<file path="src/rtl/core/assert_macros.svh">
// Assertion macros shared by the steering core RTL.
// Depends on nothing; included by the modules that carry assertions.
`ifndef ASSERT_MACROS_SVH
`define ASSERT_MACROS_SVH

// Consequent must hold in the same cycle as the antecedent.
`define ASSERT_IMPL(label, clk, rst_n, ante, cons) \
    label: assert property (@(posedge clk) disable iff (!rst_n) (ante) |-> (cons)) \
        else $error("assertion failed: same-cycle implication");

// Consequent must hold in the cycle after the antecedent.
`define ASSERT_NEXT(label, clk, rst_n, ante, cons) \
    label: assert property (@(posedge clk) disable iff (!rst_n) (ante) |=> (cons)) \
        else $error("assertion failed: next-cycle implication");

`endif

</file>
<file path="src/rtl/core/ltp_pkg.sv">
// Shared constants, types and a weight table for the line-track PID steering core.
// No dependencies; imported by every module of the core.
`timescale 1ns / 1ps

package ltp_pkg;

    localparam int SENSE_N   = 8;
    localparam int GAIN_W    = 12;
    localparam int SPD_W     = 15;
    localparam int POS_W     = 10;
    localparam int DELTA_W   = 11;
    localparam int INTEG_W   = 15;
    localparam int WHEEL_W   = 21;
    localparam int CFG_IDX_W = 2;
    localparam int CFG_DAT_W = 15;
    localparam int WSUM_W    = 5;
    localparam int WMAG_W    = 4;
    localparam int CNT_W     = 4;
    localparam int MAG_W     = 14;
    localparam int DIV_W     = GAIN_W + MAG_W;
    localparam int DVS_W     = 7;
    localparam int DIV_STEPS = DIV_W / 2;
    localparam int DSTEP_W   = 4;
    localparam int PROD_W    = 2 * DIV_W;
    localparam int RCP_SH    = 32;

    localparam logic signed [INTEG_W-1:0] INTEG_LIMIT = 15'sd10000;
    localparam logic [DVS_W-1:0]          GAIN_SCALE  = 7'd100;
    // ceil(2^32 / 100): the high product bits give an exact floor for any
    // dividend below 2^26
    localparam logic [DIV_W-1:0]          RCP_100     = 26'd42949673;

    // Sensor weights, bit 0 is the leftmost sensor.
    localparam logic signed [3:0] SENSOR_WEIGHT [SENSE_N] = '{
        -4'sd4, -4'sd3, -4'sd2, -4'sd1, 4'sd1, 4'sd2, 4'sd3, 4'sd4
    };

    typedef enum logic [CFG_IDX_W-1:0] {
        CFG_GAIN_P     = 2'd0,
        CFG_GAIN_I     = 2'd1,
        CFG_GAIN_D     = 2'd2,
        CFG_BASE_SPEED = 2'd3
    } t_cfg_idx;

    typedef struct packed {
        logic              lost;
        logic              neg;
        logic [WMAG_W-1:0] mag;
        logic [CNT_W-1:0]  cnt;
    } t_sense;

endpackage

</file>
<file path="src/rtl/core/ltp_div.sv">
// Radix-4 restoring divider, unsigned, two quotient bits per cycle.
// Depends on ltp_pkg for widths; uses assert_macros.svh.
`timescale 1ns / 1ps
`include "assert_macros.svh"

module ltp_div (
    input  logic                       i_clk,
    input  logic                       i_rst_n,
    input  logic                       i_start,
    input  logic [ltp_pkg::DIV_W-1:0]  i_dividend,
    input  logic [ltp_pkg::DVS_W-1:0]  i_divisor,
    output logic                       o_done,
    output logic [ltp_pkg::DIV_W-1:0]  o_quot
);
    import ltp_pkg::*;

    logic                r_busy;
    logic                r_done;
    logic [DSTEP_W-1:0]  r_step;
    logic [DVS_W-1:0]    r_rem;
    logic [DVS_W-1:0]    r_dvs;
    logic [DIV_W-1:0]    r_quo;

    logic [DVS_W+1:0]    x;
    logic [DVS_W+1:0]    d1;
    logic [DVS_W+1:0]    d2;
    logic [DVS_W+1:0]    d3;
    logic [DVS_W+1:0]    diff;
    logic [1:0]          digit;

    always_comb begin
        x  = {r_rem, r_quo[DIV_W-1 -: 2]};
        d1 = (DVS_W+2)'(r_dvs);
        d2 = (DVS_W+2)'({r_dvs, 1'b0});
        d3 = d1 + d2;
        // pick the largest multiple of the divisor that fits
        priority if (x >= d3) begin
            digit = 2'd3;
            diff  = x - d3;
        end else if (x >= d2) begin
            digit = 2'd2;
            diff  = x - d2;
        end else if (x >= d1) begin
            digit = 2'd1;
            diff  = x - d1;
        end else begin
            digit = 2'd0;
            diff  = x;
        end
    end

    always_ff @(posedge i_clk) begin
        if (!i_rst_n) begin
            r_busy <= 1'b0;
            r_done <= 1'b0;
            r_step <= '0;
        end else begin
            r_done <= 1'b0;
            if (i_start) begin
                r_busy <= 1'b1;
                r_step <= '0;
            end else if (r_busy) begin
                r_step <= r_step + 1'b1;
                if (r_step == DSTEP_W'(DIV_STEPS - 1)) begin
                    r_busy <= 1'b0;
                    r_done <= 1'b1;
                end
            end
        end
    end

    always_ff @(posedge i_clk) begin
        if (i_start) begin
            r_rem <= '0;
            r_dvs <= i_divisor;
            r_quo <= i_dividend;
        end else if (r_busy) begin
            r_rem <= diff[DVS_W-1:0];
            r_quo <= {r_quo[DIV_W-3:0], digit};
        end
    end

    assign o_done = r_done;
    assign o_quot = r_quo;

    `ASSERT_IMPL(a_start_when_idle, i_clk, i_rst_n, i_start, !r_busy)
    `ASSERT_NEXT(a_last_step_done, i_clk, i_rst_n,
                 r_busy && !i_start && (r_step == DSTEP_W'(DIV_STEPS - 1)), r_done && !r_busy)
    `ASSERT_IMPL(a_step_in_range, i_clk, i_rst_n, r_busy, r_step < DSTEP_W'(DIV_STEPS))

endmodule
</file>
<file path="config.mk">
export PLATFORM = sky130hd
export DESIGN_NAME = ltp_div
export DESIGN_NICKNAME = d
export VERILOG_FILES = /design/src/rtl/core/ltp_pkg.sv /design/src/rtl/core/ltp_div.sv
export VERILOG_INCLUDE_DIRS = /design/src /design/src/rtl/core
export SDC_FILE = /design/constraint.sdc
export NUM_CORES = 1
export LEC_CHECK = 0
export BUFFER_PORTS_ARGS = -buffer_cell sky130_fd_sc_hd__buf_2
export CAP_MARGIN = 20
export CELL_PAD_IN_SITES_DETAIL_PLACEMENT = 1
export CELL_PAD_IN_SITES_GLOBAL_PLACEMENT = 2
export CORE_MARGIN = 8
export CORE_UTILIZATION = 35
export DETAILED_ROUTE_END_ITERATION = 8
export PLACE_DENSITY_LB_ADDON = 0.1
export SYNTH_ARGS = -nofsm -noshare
export SYNTH_HDL_FRONTEND = slang
export SYNTH_SLANG_ARGS = --single-unit
</file>
<file path="constraint.sdc">
create_clock -name i_clk -period 4.8 [get_ports i_clk]
set_input_delay 0.24 -clock i_clk [delete_from_list [all_inputs] [get_ports i_clk]]
set_output_delay 0.24 -clock i_clk [all_outputs]
set_load 0.01 [all_outputs]
</file>
# ---- Word level (Yosys, flattened, before mapping)
# Index checks and enable logic that the tools add are counted.
dict set report op_classes {
  add_sub_neg 5
  multipliers 0
  div 0
  magnitude_cmp 3
  n_eq_ne 1
  shift 0
  n_mux 12
  bitwise 2
  reduce_logical 3
}
# cell count
set ops {}
lappend ops {{$mux 26} 2}
lappend ops {{$mux 7} 3}
lappend ops {{$sub 7x7->7} 3}
lappend ops {{$add 7x8->9} 1}
lappend ops {{$ge 9x7->1} 1}
lappend ops {{$ge 9x8->1} 1}
lappend ops {{$ge 9x9->1} 1}
lappend ops {{$mux 1} 5}
lappend ops {{$add 4x1->4 const B} 1}
lappend ops {{$eq 4x4->1 const B} 1}
lappend ops {{$mux 2} 2}
lappend ops {{$reduce_or 3->1} 1}
lappend ops {{$not 1->1} 2}
lappend ops {{$reduce_bool 2->1} 1}
lappend ops {{$reduce_or 2->1} 1}
dict set report word_totals {
  reg_bits 46
  latch_bits 0
  mem_bits_rw 0
  romBits 0
  output_inout_bits 27
  mem_count 0
}

# ---- Depth between registers and ports, before layout
dict set report logic_depth {
  ltp_word 6
  mapped_depth 19
}

# ---- Worst setup path after synthesis
# OpenSTA, ideal clock, no wires.
dict set report synth_path {
  path_kind {register to register}
  start {reg r_dvs[1]}
  end {reg r_rem[6]}
  setup_ns 0.088
  arrival_ns 3.249
  required_time_ns 4.712
  path_slack_ns 1.463
  path_stages_with_launch 20
  period_less_slack_ns 3.337
  path_cell_list {edfxtp_1 -> ha_1 -> inv_1 -> fa_1 -> nor2b_1 -> o21ai_0 -> nand2b_1 -> a21oi_1 -> nor2_1 -> nor2_1 -> xnor2_1 -> ha_1 -> a21o_1 -> a21oi_1 -> o21ai_0 -> nor2_1 -> clkbuf_1 -> nand4_1 -> o21a_1 -> a311oi_2}
}
dict set report synth_between {
  elab_chain_cells 4
  word_cells_on_any_way 10
  cone_classes {4 x add/sub; 3 x order compare; 3 x mux}
}
# item line_no
set synth_rtl {}
lappend synth_rtl {{start: declaration} ltp_div.sv:21} ;# logic [DVS_W-1:0] r_dvs;
lappend synth_rtl {{start signal: assignment} ltp_div.sv:75} ;# r_dvs <= i_divisor;
lappend synth_rtl {{branches (longest 3 deep; another with $add 7x8->9)} --}
lappend synth_rtl {{$mux 7 *} ltp_div.sv:37} ;# priority if (x >= d3) begin
lappend synth_rtl {{end signal: assignment} ltp_div.sv:78} ;# r_rem <= diff[DVS_W-1:0];
lappend synth_rtl {{end: declaration} ltp_div.sv:20} ;# logic [DVS_W-1:0] r_rem;
# Every way passes the cells marked *.
# A chain may end at the register's enable or synchronous reset.

# ---- Worst setup path after layout
dict set report layout_path {
  start {reg r_dvs[1]}
  end {reg r_rem[0]}
}
dict set report layout_between {
  elab_chain_cells 4
  word_cells_on_any_way 7
  cone_classes {1 x add/sub; 3 x order compare; 3 x mux}
}
# item line_no
set layout_rtl {}
lappend layout_rtl {{branches (longest 3 deep; another with $add 7x8->9)} --}
lappend layout_rtl {{$mux 7 *} ltp_div.sv:37}
# Marks and branches as above.

==> flow_metrics.env <==
export IMPL_outcome="complete, no violations"
export IMPL_pre_cts_ws_ns=0.940
export IMPL_clock_fmax_ghz=0.258
export IMPL_peakVddDrop_mv=0.152
export IMPL_nNetsFinal=424
export IMPL_yosysTopAreaCell="edfxtp_1"
export IMPL_cts_hold_buffers=0
export IMPL_syn_avg_cell_area_um2=10.7
export IMPL_rows=34
export IMPL_netSwitchingPower_mw=0.532
export IMPL_synth_enable_flop_cells=33
export IMPL_grt_pass1_wl_mm=13.9
export IMPL_max_slew_margin_pct=33.5
export IMPL_yosys_warnings=0
export IMPL_worst_path_max_fanout=7
export IMPL_cts_setup_buffers=0
export IMPL_dieHeight_um=110
export IMPL_max_cap_violations=0
export IMPL_core_area_um2=8680
export IMPL_pwr_share_comb_pct=43.2
export IMPL_vias_per_cell=5.29
export IMPL_synth_async_reset_ratio_pct=0
export IMPL_cts_repair_resized=0
export IMPL_cpPeakStageDelay_ns=0.51
export IMPL_synthCells=290
export IMPL_min_period_ns=3.88
export IMPL_path_class="reg2reg"
export IMPL_critPathMostFrequentCell="nor2_1"
export IMPL_switching_share_pct=37.3
export IMPL_setup_tns_ns=0
export IMPL_cp_cell_sequence="ha_1 > inv_1 > fa_1 > nor2b_1 > o21ai_0 > nand2b_1 > a21oi_1 > nor2_1 > nor2_1 > xnor2_1 > ha_1 > a21o_1 > a21oi_1 > o21ai_0 > nor2_1 > o21a_1 > nor4_1 > a311o_1"
export IMPL_required_ns=4.99
export IMPL_wl_mm=8.59
export IMPL_netlist_top_cells_area="edfxtp_1, ha_1, mux2_2"
export IMPL_cts_tree="done"
export IMPL_crit_slowest_cell="nor2_1"
export IMPL_numCtsBuffers=5
export IMPL_p_int_mw=0.894
export IMPL_clk_pin_slew_ns=0.09
export IMPL_placed_area_um2=3530
export IMPL_wl_per_cell_um=18.6
export IMPL_synthDistinctLibCells=44
export IMPL_synth_most_common_cell="edfxtp_1"
export IMPL_whs_path_depth=1
export IMPL_power_frac_clock_pct=19.7
export IMPL_arrival_ns=4.07
export IMPL_place_gp_congestion=0.853
export IMPL_initial_core_util_pct=35.8
export IMPL_worstMarginPinSlew_ns=0.997
export IMPL_globalRouteTotalUtil_pct=15.0
export IMPL_area_growth_pct=17.2
export IMPL_yosys_most_used_dff="edfxtp_1"
export IMPL_final_util_pct=41.9
export IMPL_startpoint_type="register"
export IMPL_antenna_found_initial=0
export IMPL_drt_initial_drc_count=118
export IMPL_antenna_cells=0
export IMPL_synth_yosys_seq_area_share_pct=40.3
export IMPL_finalCritPeriodShare_pct=80.9
export IMPL_io_pins=63
export IMPL_synthTopCellsByCount="edfxtp_1, ha_1, mux2_2"
export IMPL_htree_levels=2
export IMPL_die_w_um=110
export IMPL_ff2ff_path_depth=18
export IMPL_whs_ns=0.109
export IMPL_cts_root_buffer_cell="clkbuf_8"
export IMPL_powerDensity_nw_per_um2=392
export IMPL_cts_max_path_buffers=2
export IMPL_vias=2443
export IMPL_slew_viol_final=0
export IMPL_hold_path_class="in2reg"
export IMPL_leakagePower_nw=1.53
export IMPL_worstSkewPairLatency_ns=0.30
export IMPL_pwr_share_seq_pct=37.1
export IMPL_dpl_hpwl_mm=6.93
export IMPL_finalHoldViolations=0
export IMPL_syn_nets=361
export IMPL_die_area_um2=12100
export IMPL_grt_setup_unrepaired="false"
export IMPL_cts_sinks=46
export IMPL_dr_pass1_iters=4
export IMPL_syn_area_um2=3100
export IMPL_portBuffers=62
export IMPL_setup_ws_ns=0.918
export IMPL_synth_seq_cells=46
export IMPL_synth_top_area_share_pct=31.9
export IMPL_setup_viol=0
export IMPL_grt_pass1_vias=2696
export IMPL_grt_max_degree=45
export IMPL_layout_drive_gt1_share_pct=29.1
export IMPL_drtAntennaViolNets=0
export IMPL_design_area_um2=3640
export IMPL_drc=0
export IMPL_end_kind="register"
export IMPL_finalClockSkew_ns=0.00712
export IMPL_grt_remaining_overflow=0
==> area by class of cell <==
type | count | area [um^2]
Tap cell | 108 | 135
Multi-Input combinational cell | 215 | 1740
Clock inverter | 2 | 13.8
Sequential cell | 46 | 1250
Clock buffer | 6 | 93.8
Timing Repair Buffer | 65 | 333
Fill cell | 999 | 5040
Inverter | 20 | 75.1
==> layer usage <==
| metal | part of all wire [%] | vias to the layer above | GRT usage [%] | wire length (um) |
|---|---|---|---|---|
| met5 | 0 | - | 0 | 0 |
| met4 | 1.0 | 0 | 3.33 | 88 |
| met3 | 4.1 | 6 | 3.20 | 349 |
| met2 | 48 | 48 | 25.8 | 4120 |
| met1 | 47 | 1187 | 18.8 | 4030 |
| li1 | - | 1202 | - | - |
==> sequential cells by signal (all words and copies together) (netlist names) <==
signal / cells
r_dvs: 7
r_rem: 7
o_quot: 26
r_busy: 1
o_done: 1
r_step: 4
==> through the flow <==
stage / cells / power, mW
floorplan: 290 / 0.966
global placement: 454 / 1.15
detailed placement: 454 / 1.15
CTS: 462 / 1.44
global route: 462 / 1.52
finish: 462 / 1.43
==> cells in the final DEF (no fill, tap or decap), types with 3 or more instances in the layout <==
cell type	Yosys	final
o21ai_0	15	15
dfxtp_1	13	13
nand4_1	4	4
a21o_1	4	4
nand2b_1	3	3
buf_4	0	3
nor3_1	6	6
xor2_1	7	7
mux2_2	26	26
fa_1	4	4
ha_1	31	31
nand3_1	5	5
nor2b_1	10	10
o31a_1	5	5
edfxtp_1	33	33
o211ai_1	4	4
buf_2	0	62
a21oi_1	16	16
inv_1	20	20
clkbuf_8	0	5
xnor2_1	7	7
o21a_1	10	10
nand2_1	8	8
nor2_1	22	22
==> logic make-up (layout without fill, tap and decap cells) <==
logic type,Yosys count,after routing,share of synthesized area (%)
adder cells (fa/ha/maj),35,35,15.1
multiplexers,28,28,10.1
buffers and inverters,29,93,3.75
AO/OA/AOI/OAI,72,72,16.1
AND/OR/NAND/NOR,66,66,10.8
flip-flops,46,46,40.3
XOR/XNOR,14,14,3.95
==> power by group through the flow <==
stage / Sequential, mW / Clock [mW] / Combinational, mW
final: 0.530 / 0.281 / 0.616
after global routing: 0.539 / 0.301 / 0.684
after CTS: 0.531 / 0.292 / 0.617
after detailed placement: 0.539 / 0 / 0.613
after global placement: 0.538 / 0 / 0.608
after floorplan: 0.533 / 0 / 0.433
==> final timing paths <==
path | start | endpoint | slack, ns
worst min-delay path | i_divisor[2] | r_dvs[2] | 0.11
worst min register to register | r_step[3] | o_done | 0.51
worst max register to register | r_dvs[1] | r_rem[0] | 0.92
worst max-delay path | r_dvs[1] | r_rem[0] | 0.92
==> worst max-delay path, delay by kind of cell, from the launching register on <==
kind | cells | cell delay [ns]
flops | 1 | 0.47
buf+inv | 1 | 0.05
fa+ha+maj | 3 | 0.89
compound gates | 7 | 1.27
simple gates | 6 | 0.96
xor+xnor | 1 | 0.12
Power figures use the tool's default switching activity.
