`src/rtl/core/assert_macros.svh`:
```
// Assertion macros shared by the steering core RTL.
// Depends on nothing; included by the modules that carry assertions.
`ifndef ASSERT_MACROS_SVH
`define ASSERT_MACROS_SVH

// Consequent must hold in the same cycle as the antecedent.
`define ASSERT_IMPL(label, clk, rst_n, ante, cons) \
    label: assert property (@(posedge clk) disable iff (!rst_n) (ante) |-> (cons)) \
        else $error("assertion failed: same-cycle implication");

// Consequent must hold in the cycle after the antecedent.
`define ASSERT_NEXT(label, clk, rst_n, ante, cons) \
    label: assert property (@(posedge clk) disable iff (!rst_n) (ante) |=> (cons)) \
        else $error("assertion failed: next-cycle implication");

`endif

```
`src/rtl/core/ltp_pkg.sv`:
```
// Shared constants, types and a weight table for the line-track PID steering core.
// No dependencies; imported by every module of the core.
`timescale 1ns / 1ps

package ltp_pkg;

    localparam int SENSE_N   = 8;
    localparam int GAIN_W    = 12;
    localparam int SPD_W     = 15;
    localparam int POS_W     = 10;
    localparam int DELTA_W   = 11;
    localparam int INTEG_W   = 15;
    localparam int WHEEL_W   = 21;
    localparam int CFG_IDX_W = 2;
    localparam int CFG_DAT_W = 15;
    localparam int WSUM_W    = 5;
    localparam int WMAG_W    = 4;
    localparam int CNT_W     = 4;
    localparam int MAG_W     = 14;
    localparam int DIV_W     = GAIN_W + MAG_W;
    localparam int DVS_W     = 7;
    localparam int DIV_STEPS = DIV_W / 2;
    localparam int DSTEP_W   = 4;
    localparam int PROD_W    = 2 * DIV_W;
    localparam int RCP_SH    = 32;

    localparam logic signed [INTEG_W-1:0] INTEG_LIMIT = 15'sd10000;
    localparam logic [DVS_W-1:0]          GAIN_SCALE  = 7'd100;
    // ceil(2^32 / 100): the high product bits give an exact floor for any
    // dividend below 2^26
    localparam logic [DIV_W-1:0]          RCP_100     = 26'd42949673;

    // Sensor weights, bit 0 is the leftmost sensor.
    localparam logic signed [3:0] SENSOR_WEIGHT [SENSE_N] = '{
        -4'sd4, -4'sd3, -4'sd2, -4'sd1, 4'sd1, 4'sd2, 4'sd3, 4'sd4
    };

    typedef enum logic [CFG_IDX_W-1:0] {
        CFG_GAIN_P     = 2'd0,
        CFG_GAIN_I     = 2'd1,
        CFG_GAIN_D     = 2'd2,
        CFG_BASE_SPEED = 2'd3
    } t_cfg_idx;

    typedef struct packed {
        logic              lost;
        logic              neg;
        logic [WMAG_W-1:0] mag;
        logic [CNT_W-1:0]  cnt;
    } t_sense;

endpackage

```
`src/rtl/core/ltp_sense.sv`:
```
// Sensor front end: weighted sum and count of the on-line sensors.
// Depends on ltp_pkg for the weight table and the t_sense struct.
`timescale 1ns / 1ps

module ltp_sense (
    input  logic [ltp_pkg::SENSE_N-1:0] i_levels,
    output ltp_pkg::t_sense             o_sense
);
    import ltp_pkg::*;

    logic signed [WSUM_W-1:0] wsum;
    logic signed [WSUM_W-1:0] wabs;
    logic [CNT_W-1:0]         cnt;

    always_comb begin
        wsum = '0;
        cnt  = '0;
        // a low level means the sensor sits on the line
        for (int i = 0; i < SENSE_N; i++) begin
            if (!i_levels[i]) begin
                wsum = wsum + WSUM_W'(SENSOR_WEIGHT[i]);
                cnt  = cnt + 1'b1;
            end
        end
        wabs = wsum[WSUM_W-1] ? -wsum : wsum;
    end

    assign o_sense.lost = (cnt == '0);
    assign o_sense.neg  = wsum[WSUM_W-1];
    assign o_sense.mag  = wabs[WMAG_W-1:0];
    assign o_sense.cnt  = cnt;

endmodule

```
`config.mk`:
```
export PLATFORM = sky130hd
export DESIGN_NAME = ltp_sense
export DESIGN_NICKNAME = d
export VERILOG_FILES = /design/src/rtl/core/assert_macros.svh /design/src/rtl/core/ltp_pkg.sv /design/src/rtl/core/ltp_sense.sv
export SDC_FILE = /design/constraint.sdc
export NUM_CORES = 1
export LEC_CHECK = 0
export BUFFER_PORTS_ARGS = -buffer_cell sky130_fd_sc_hd__buf_2
export CAP_MARGIN = 10
export CELL_PAD_IN_SITES_DETAIL_PLACEMENT = 1
export CELL_PAD_IN_SITES_GLOBAL_PLACEMENT = 1
export CORE_MARGIN = 5
export CORE_UTILIZATION = 35
export DETAILED_ROUTE_END_ITERATION = 7
export PLACE_DENSITY_LB_ADDON = 0.1
export SKIP_LAST_GASP = 1
export SLEW_MARGIN = 40
export SYNTH_ARGS = -nofsm -noshare
export SYNTH_HDL_FRONTEND = slang
export SYNTH_SLANG_ARGS = --single-unit
```
`constraint.sdc`:
```
create_clock -name vclk -period 7.3
set_clock_uncertainty 0.2 [all_clocks]
set_input_delay 0.73 -clock vclk [all_inputs]
set_output_delay 0.73 -clock vclk [all_outputs]
set_load 0.01 [all_outputs]
```
Word-level counts from Yosys, hierarchy flattened
Cells that the tools add are included.

Add/sub/neg operators: 15. Muxes and demuxes: 17. Reduce and logical (&&, ||, !) cells: 1.

Operators by type and width (number): two-way mux 5 bit (8); two-way mux 4 bit (8); adder 4 x 1 -> 4 bit (second input constant) (7); adder 5 x 3 -> 5 bit (second input constant) (3); adder 5 x 2 -> 5 bit (second input constant) (2); adder 5 x 1 -> 5 bit (second input constant) (1); adder 5 x 4 -> 5 bit (second input constant) (1); zero test 4 bit (1); negation 4 bit (1); two-way mux 1 bit (1).

Flip-flop bits (word level): 0. Input bits: 8. Output and inout port bits: 10.

Longest topological paths before layout
Gate-level depths: netlist of run 1.

Word-level depth: 17. Mapped depth: 22. Gate-level depth less buffers: 21.

Worst setup path after synthesis of run 1
Ideal clock, no wire load.

Kind: input -> output. Start: input port i_levels[0] (netlist bit). End: output port o_sense[9] (netlist bit). Arrival time: 4924 ps. Required time: 6370 ps. Path slack: 1446 ps. Stages: 22. Path buffers: 1. Cell sequence: inv_1 > ha_1 > inv_1 > ha_1 > clkbuf_1 > or3_4 > a31oi_1 > ha_1 > nor2b_1 > a31oi_1 > and3_1 > nor3_1 > a21oi_1 > inv_1 > ha_1 > nand2_1 > xnor2_1 > nor2_1 > nor4b_2 > a21o_1 > a31oi_1 > a2111oi_2.

RTL lines: start: declaration (RTL line ltp_sense.sv:6) `input logic [ltp_pkg::SENSE_N-1:0] i_levels,`; end: declaration (RTL line ltp_sense.sv:7) `output ltp_pkg::t_sense o_sense`.

==> reports/results.tsv, run 1 <==
metric	value	unit
outcome	complete, no violations	
count_of_mapped_cells_out_of_synthesis	205	
post_synth_most_frequent_cells	sky130_fd_sc_hd__xnor2_1 (29), sky130_fd_sc_hd__inv_1 (16), sky130_fd_sc_hd__ha_1 (15)	
fmax	0.154	GHz
finalHoldViolations	0	
worst-setup-path-type	in -> out	
detail-route-antenna-nets	0	
met2_length	2.17	mm
worstSetupStartpointType	input pin	
drt-pass1-iter-count	4	
crit_arrival	5580	ps
row_count	24	
pin_count_of_the_biggest_net_entering_global_routing	18	
post_cts_repair_resize_count	0	
initial_antenna_violation_count	0	
peakVddDrop	0.000136	V
unrepaired_setup_endpoints_after_global_routing	false	
dp.final_hpwl	3.44	mm
first_iter_violations	80	
die_w	77.0	um
synth.largest_area_cell	sky130_fd_sc_hd__xnor2_1	
yosys_warnings	0	
totalNegativeSetupSlack	0	ps
drc	0	
layout.filler_cells	561	
mappedNetlistArea	1570	um2
yosys.cell_types.count	53	
worst-endpoint-required	6370	ps
cts_hold_buffers	0	
antenna_cells_inserted	0	
drive_gt1_share	17.9	%
routed_wire_length_per_instance	15.5	um
globalRouteTotalUtil	13.9	%
ioPinCount	18	
multi_input_logic_area	1430	um2
finalSetupViolCount	0	
net-switching-power	190	uW
area_growth	5.41	%
hold_path_class	in -> out	
wirelength	4.09	mm
core_area	4350	um2
netlist_top_cells_area	sky130_fd_sc_hd__xnor2_1 (16%), sky130_fd_sc_hd__ha_1 (12%), sky130_fd_sc_hd__mux2i_1 (4.5%)	
min_period_over_period	89.1	%
seq_power_share	0	%
highest-signal-layer	met4	
vias_per_cell	5.56	
synth_most_common_cell	sky130_fd_sc_hd__xnor2_1	
post_synth.cell_area_avg	7.67	um2
power_report.internal_total	155	uW
grt_pass1_vias	1508	
worstPathMaxFanout	12	
fin_worst_hold_slack	1700	ps
die_h	77.0	um
worst_slew_margin_rel	64.3	%
netSwitchingFraction	55.1	%
global_route.overflow_total	0	
route.layer.met1.wl	1.84	mm
worst_pin_slew	523	ps
cts.repair_timing.setup_buffer_count	0	
gp_routability_congestion	0.804	
met3_wirelength	51	um
initial_core_utilization	36.1	%
final_nets	237	
timing.final.max_slew_violations	0	
clock_power_share	0	%
die_area	5930	um2
post-route-util	38.0	%
drv_cap	0	
logic_pwr_share	100.0	%
vias	1468	
synth_nets	228	
ff_latch_area	0	um2
critical_path.endpoint_type	primary output	
synth.yosys.seq_area_share	0	%
yosys.area.top_type_share	16.2	%
power.density_cell_area	208	nW/um2
port_buffers	18	
design.seq.count	0	
clkbuf_count	0	
p_leak	0.000700	uW
timing.final.crit_period	6510	ps
first_pass_grt_wire_length	7.19	mm
[cells by family after synthesis]
logic type	after synthesis	share of synthesized area, %
AND/OR/NAND/NOR	68	26.0
buffers and inverters	29	8.76
adder cells (fa/ha/maj)	15	11.9
AO/OA/AOI/OAI	44	19.6
multiplexers	9	6.05
XOR/XNOR	40	27.6
[metrics by stage]
| stage | instance area (um2) | worst slack, ps | cells | power (uW) |
|---|---|---|---|---|
| 6_report | 1660 | 793 | 264 | 344 |
| 4_1_cts | 1660 | 780 | 264 | 349 |
| 3_3_place_gp | 1660 | 1050 | 264 | 336 |
| 2_1_floorplan | 1570 | 1450 | 205 | 265 |
| 3_5_place_dp | 1660 | 796 | 264 | 348 |
| 5_1_grt | 1660 | 194 | 264 | 386 |
[path summary, 6_finish.rpt]
check / slack [ps] / end / from / cells past startpoint
max: 790 / o_sense[9] / i_levels[1] / 23
min: 1700 / o_sense[7] / i_levels[7] / 3
[routing by layer]
metal  up-vias  track usage [%]
met5         -                0
met4         0            0.515
met3         2                0
met2        12             26.7
met1       713             18.3
li1        741                -
[final cells by class]
type	instances	share of cell area, %
inverters	18	4.08
multi-input cells	176	86.6
well taps	52	3.93
repair buffers	18	5.44
[power by group through the flow]
| stage | logic [uW] | registers, uW | clock network, uW |
|---|---|---|---|
| 6_report | 344 | 0 | 0 |
| 5_1_grt | 386 | 0 | 0 |
| 4_1_cts | 349 | 0 | 0 |
| 3_5_place_dp | 348 | 0 | 0 |
| 3_3_place_gp | 336 | 0 | 0 |
| 2_1_floorplan | 265 | 0 | 0 |
[placed cells by master (no fill, tap or decap), types with 3 or more instances in the layout]
cell type                  synthesis  routed
sky130_fd_sc_hd__xnor2_1          29      29
sky130_fd_sc_hd__buf_2             2      18
sky130_fd_sc_hd__inv_1            16      16
sky130_fd_sc_hd__ha_1             15      15
sky130_fd_sc_hd__a21oi_1          12      12
sky130_fd_sc_hd__nor2_1           12      12
sky130_fd_sc_hd__nand2_1          10      10
sky130_fd_sc_hd__a31oi_1           9       9
sky130_fd_sc_hd__nor3_1            8       8
sky130_fd_sc_hd__mux2i_1           7       7
sky130_fd_sc_hd__o21ai_0           7       7
sky130_fd_sc_hd__nor2b_1           6       6
sky130_fd_sc_hd__nand3_1           6       6
sky130_fd_sc_hd__xor2_1            4       4
sky130_fd_sc_hd__a21o_1            4       4
sky130_fd_sc_hd__nand2b_1          3       3
sky130_fd_sc_hd__a211oi_1          3       3
sky130_fd_sc_hd__nor3b_1           3       3
[worst max-delay path, stage by stage]
cell                        delay (ps)
sky130_fd_sc_hd__buf_2             180
sky130_fd_sc_hd__inv_1              90
sky130_fd_sc_hd__ha_1              360
sky130_fd_sc_hd__inv_1              60
sky130_fd_sc_hd__ha_1              480
sky130_fd_sc_hd__or3_4             490
sky130_fd_sc_hd__a31oi_1           240
sky130_fd_sc_hd__ha_1              260
sky130_fd_sc_hd__nor2b_1           130
sky130_fd_sc_hd__a31oi_1           340
sky130_fd_sc_hd__and3_1            240
sky130_fd_sc_hd__nor3_1             50
sky130_fd_sc_hd__a21oi_1           220
sky130_fd_sc_hd__inv_1              70
sky130_fd_sc_hd__ha_1              240
sky130_fd_sc_hd__nand2_1           130
sky130_fd_sc_hd__xnor2_1           130
sky130_fd_sc_hd__nor2_1             60
sky130_fd_sc_hd__nor4b_2           280
sky130_fd_sc_hd__a21o_1            160
sky130_fd_sc_hd__a31oi_1           120
sky130_fd_sc_hd__a2111oi_2         310
sky130_fd_sc_hd__buf_2             190
No activity file was read; power rests on OpenSTA's default activity.
==> run 2: changes to the inputs <==
--- a/config.mk
+++ b/config.mk
@@ -5,6 +5,7 @@
 export SDC_FILE = /design/constraint.sdc
 export NUM_CORES = 1
 export LEC_CHECK = 0
+export ABC_AREA = 1
 export BUFFER_PORTS_ARGS = -buffer_cell sky130_fd_sc_hd__buf_2
 export CAP_MARGIN = 10
 export CELL_PAD_IN_SITES_DETAIL_PLACEMENT = 1
==> run 2 against run 1 <==
Net effect:
- sequential share of layout area is the same
- flip-flop and latch count is the same
- hold slack gained 76 ps
- via count grew 15%
- die area shrank 6.3%
- global-route usage grew 0.51 points
- routed wire length shrank 8.3%
- critical endpoint unchanged
==> reports/results.tsv, run 2 <==
metric	value	unit
groute.layer.met1.usage	20.0	%
min_period_over_period	68.9	%
drt-pass1-iter-count	4	
yosys.area.top_type_share	30.6	%
detail-route-antenna-nets	0	
final_nets	321	
design.seq.count	0	
final_design_area_no_fill	1570	um2
ioPinCount	18	
globalRouteMet3Util	0	%
finalPower	203	uW
worst_slew_margin_rel	78.8	%
crit_arrival	4100	ps
post_synth_most_frequent_cells	sky130_fd_sc_hd__nand2_1 (119), sky130_fd_sc_hd__nand3_1 (42), sky130_fd_sc_hd__inv_1 (29)	
post_cts_repair_resize_count	0	
busiest_layer	met2	
netlist_top_cells_area	sky130_fd_sc_hd__nand2_1 (31%), sky130_fd_sc_hd__nand3_1 (14%), sky130_fd_sc_hd__ha_1 (13%)	
multi_input_logic_area	1260	um2
p_leak	0.000969	uW
die_w	74.5	um
grtUsageMet2	26.7	%
outcome	complete, no violations	
post_synth.cell_area_avg	5.15	um2
layout.filler_cells	625	
synth_nets	306	
worst_pin_slew	314	ps
timing.final.crit_period	5030	ps
cts_hold_buffers	0	
place.detailed.instances	346	
worstPathMaxFanout	7	
synth_most_common_cell	sky130_fd_sc_hd__nand2_1	
clkbuf_count	0	
dp.final_hpwl	3.36	mm
timing.final.max_slew_violations	0	
first_iter_violations	30	
hold_path_class	in -> out	
finalHoldViolations	0	
finish.cell_count_without_fillers	346	
worst-setup-path-type	in -> out	
die_area	5560	um2
initial_antenna_violation_count	0	
globalRouteTotalUtil	14.4	%
yosys_warnings	0	
antenna_cells_inserted	0	
drive_gt1_share	19.9	%
fmax	0.199	GHz
cts.repair_timing.setup_buffer_count	0	
port_buffers	18	
unrepaired_setup_endpoints_after_global_routing	false	
die_h	74.5	um
grt_pass1_vias	1638	
gp_routability_congestion	0.785	
totalNegativeSetupSlack	0	ps
layout.cells.most_common	sky130_fd_sc_hd__nand2_1	
synth.largest_area_cell	sky130_fd_sc_hd__nand2_1	
initial_core_utilization	36.2	%
detailed_place.area	1570	um2
core_area	4030	um2
wirelength	3.75	mm
ff_latch_area	0	um2
worstSetupStartpointType	input pin	
drv_cap	0	
finalSetupViolCount	0	
power.density_cell_area	129	nW/um2
critical_path.endpoint_type	primary output	
drc	0	
peakVddDrop	0.0000486	V
synth.yosys.seq_area_share	0	%
global_route.overflow_total	0	
mappedNetlistArea	1460	um2
area_growth	7.81	%
vias	1683	
pin_count_of_the_biggest_net_entering_global_routing	12	
first_pass_grt_wire_length	6.73	mm
row_count	23	
count_of_mapped_cells_out_of_synthesis	283	
routed_wire_length_per_instance	10.8	um
worst-endpoint-required	6370	ps
layout_common_cells	sky130_fd_sc_hd__nand2_1 (119), sky130_fd_sc_hd__nand3_1 (42), sky130_fd_sc_hd__inv_1 (29), sky130_fd_sc_hd__buf_2 (18), sky130_fd_sc_hd__ha_1 (15)	
vias_per_cell	4.86	
yosys.cell_types.count	26	
==> run 2: cell types whose count changed after synthesis, moves of 9 or more <==
cell	change
sky130_fd_sc_hd__nand2_2	+14
sky130_fd_sc_hd__nand2_1	+109
sky130_fd_sc_hd__inv_1	+13
sky130_fd_sc_hd__nand3_1	+36
sky130_fd_sc_hd__xnor2_1	-27
sky130_fd_sc_hd__a31oi_1	-9
==> run 2: where the power goes <==
group | internal, uW | total (uW) | switching, uW
Sequential | 0 | 0 | 0
Combinational | 73.7 | 203 | 130
Clock | 0 | 0 | 0
==> run 2: cell type report <==
type	count	share of cell area, %
tap	50	3.98
inverter	40	10.0
multi-input combinational	238	80.3
timing repair buffer	18	5.73
==> run 2: logic make-up after synthesis <==
| group | synth area share, % |
|---|---|
| AO/OA/AOI/OAI | 3.43 |
| XOR/XNOR | 3.00 |
| adder cells (fa/ha/maj) | 12.9 |
| buffers and inverters | 13.5 |
| AND/OR/NAND/NOR | 67.2 |
==> run 2: critical path, cell delays in order <==
cell,delay (ps)
sky130_fd_sc_hd__buf_2,140
sky130_fd_sc_hd__inv_1,90
sky130_fd_sc_hd__ha_1,360
sky130_fd_sc_hd__inv_1,60
sky130_fd_sc_hd__ha_1,410
sky130_fd_sc_hd__ha_1,270
sky130_fd_sc_hd__or2_2,310
sky130_fd_sc_hd__nand3_1,110
sky130_fd_sc_hd__nand2_1,70
sky130_fd_sc_hd__nand2_1,50
sky130_fd_sc_hd__nand2_1,80
sky130_fd_sc_hd__ha_1,290
sky130_fd_sc_hd__or2_2,310
sky130_fd_sc_hd__nand2_1,100
sky130_fd_sc_hd__nand2_2,70
sky130_fd_sc_hd__nand3_2,70
sky130_fd_sc_hd__nand2_1,90
sky130_fd_sc_hd__nor2_4,120
sky130_fd_sc_hd__inv_2,40
sky130_fd_sc_hd__nand2_2,60
sky130_fd_sc_hd__nand2_2,40
sky130_fd_sc_hd__nor2_1,90
sky130_fd_sc_hd__buf_2,130
==> run 2: path summary, 6_finish.rpt <==
check / cells past startpoint / end / start
min: 4 / o_sense[0] / i_levels[7]
max: 23 / o_sense[9] / i_levels[1]
==> run 2: metrics by stage <==
step / hold WS (ps) / worst slack (ps) / utilization (%)
finish: 1780 / 2270 / 39.0
global route: 1820 / 1980 / 39.0
CTS: 1780 / 2250 / 39.0
detailed placement: 1780 / 2260 / 39.0
global placement: 1770 / 2370 / 39.0
floorplan: 1460 / 2680 / -
==> run 2: layer usage <==
layer	part of all wire [%]	routed length (um)	vias up
met5	0	0	-
met4	0	0	0
met3	0.72	27	0
met2	47	1760	7
met1	52	1960	762
li1	-	-	914
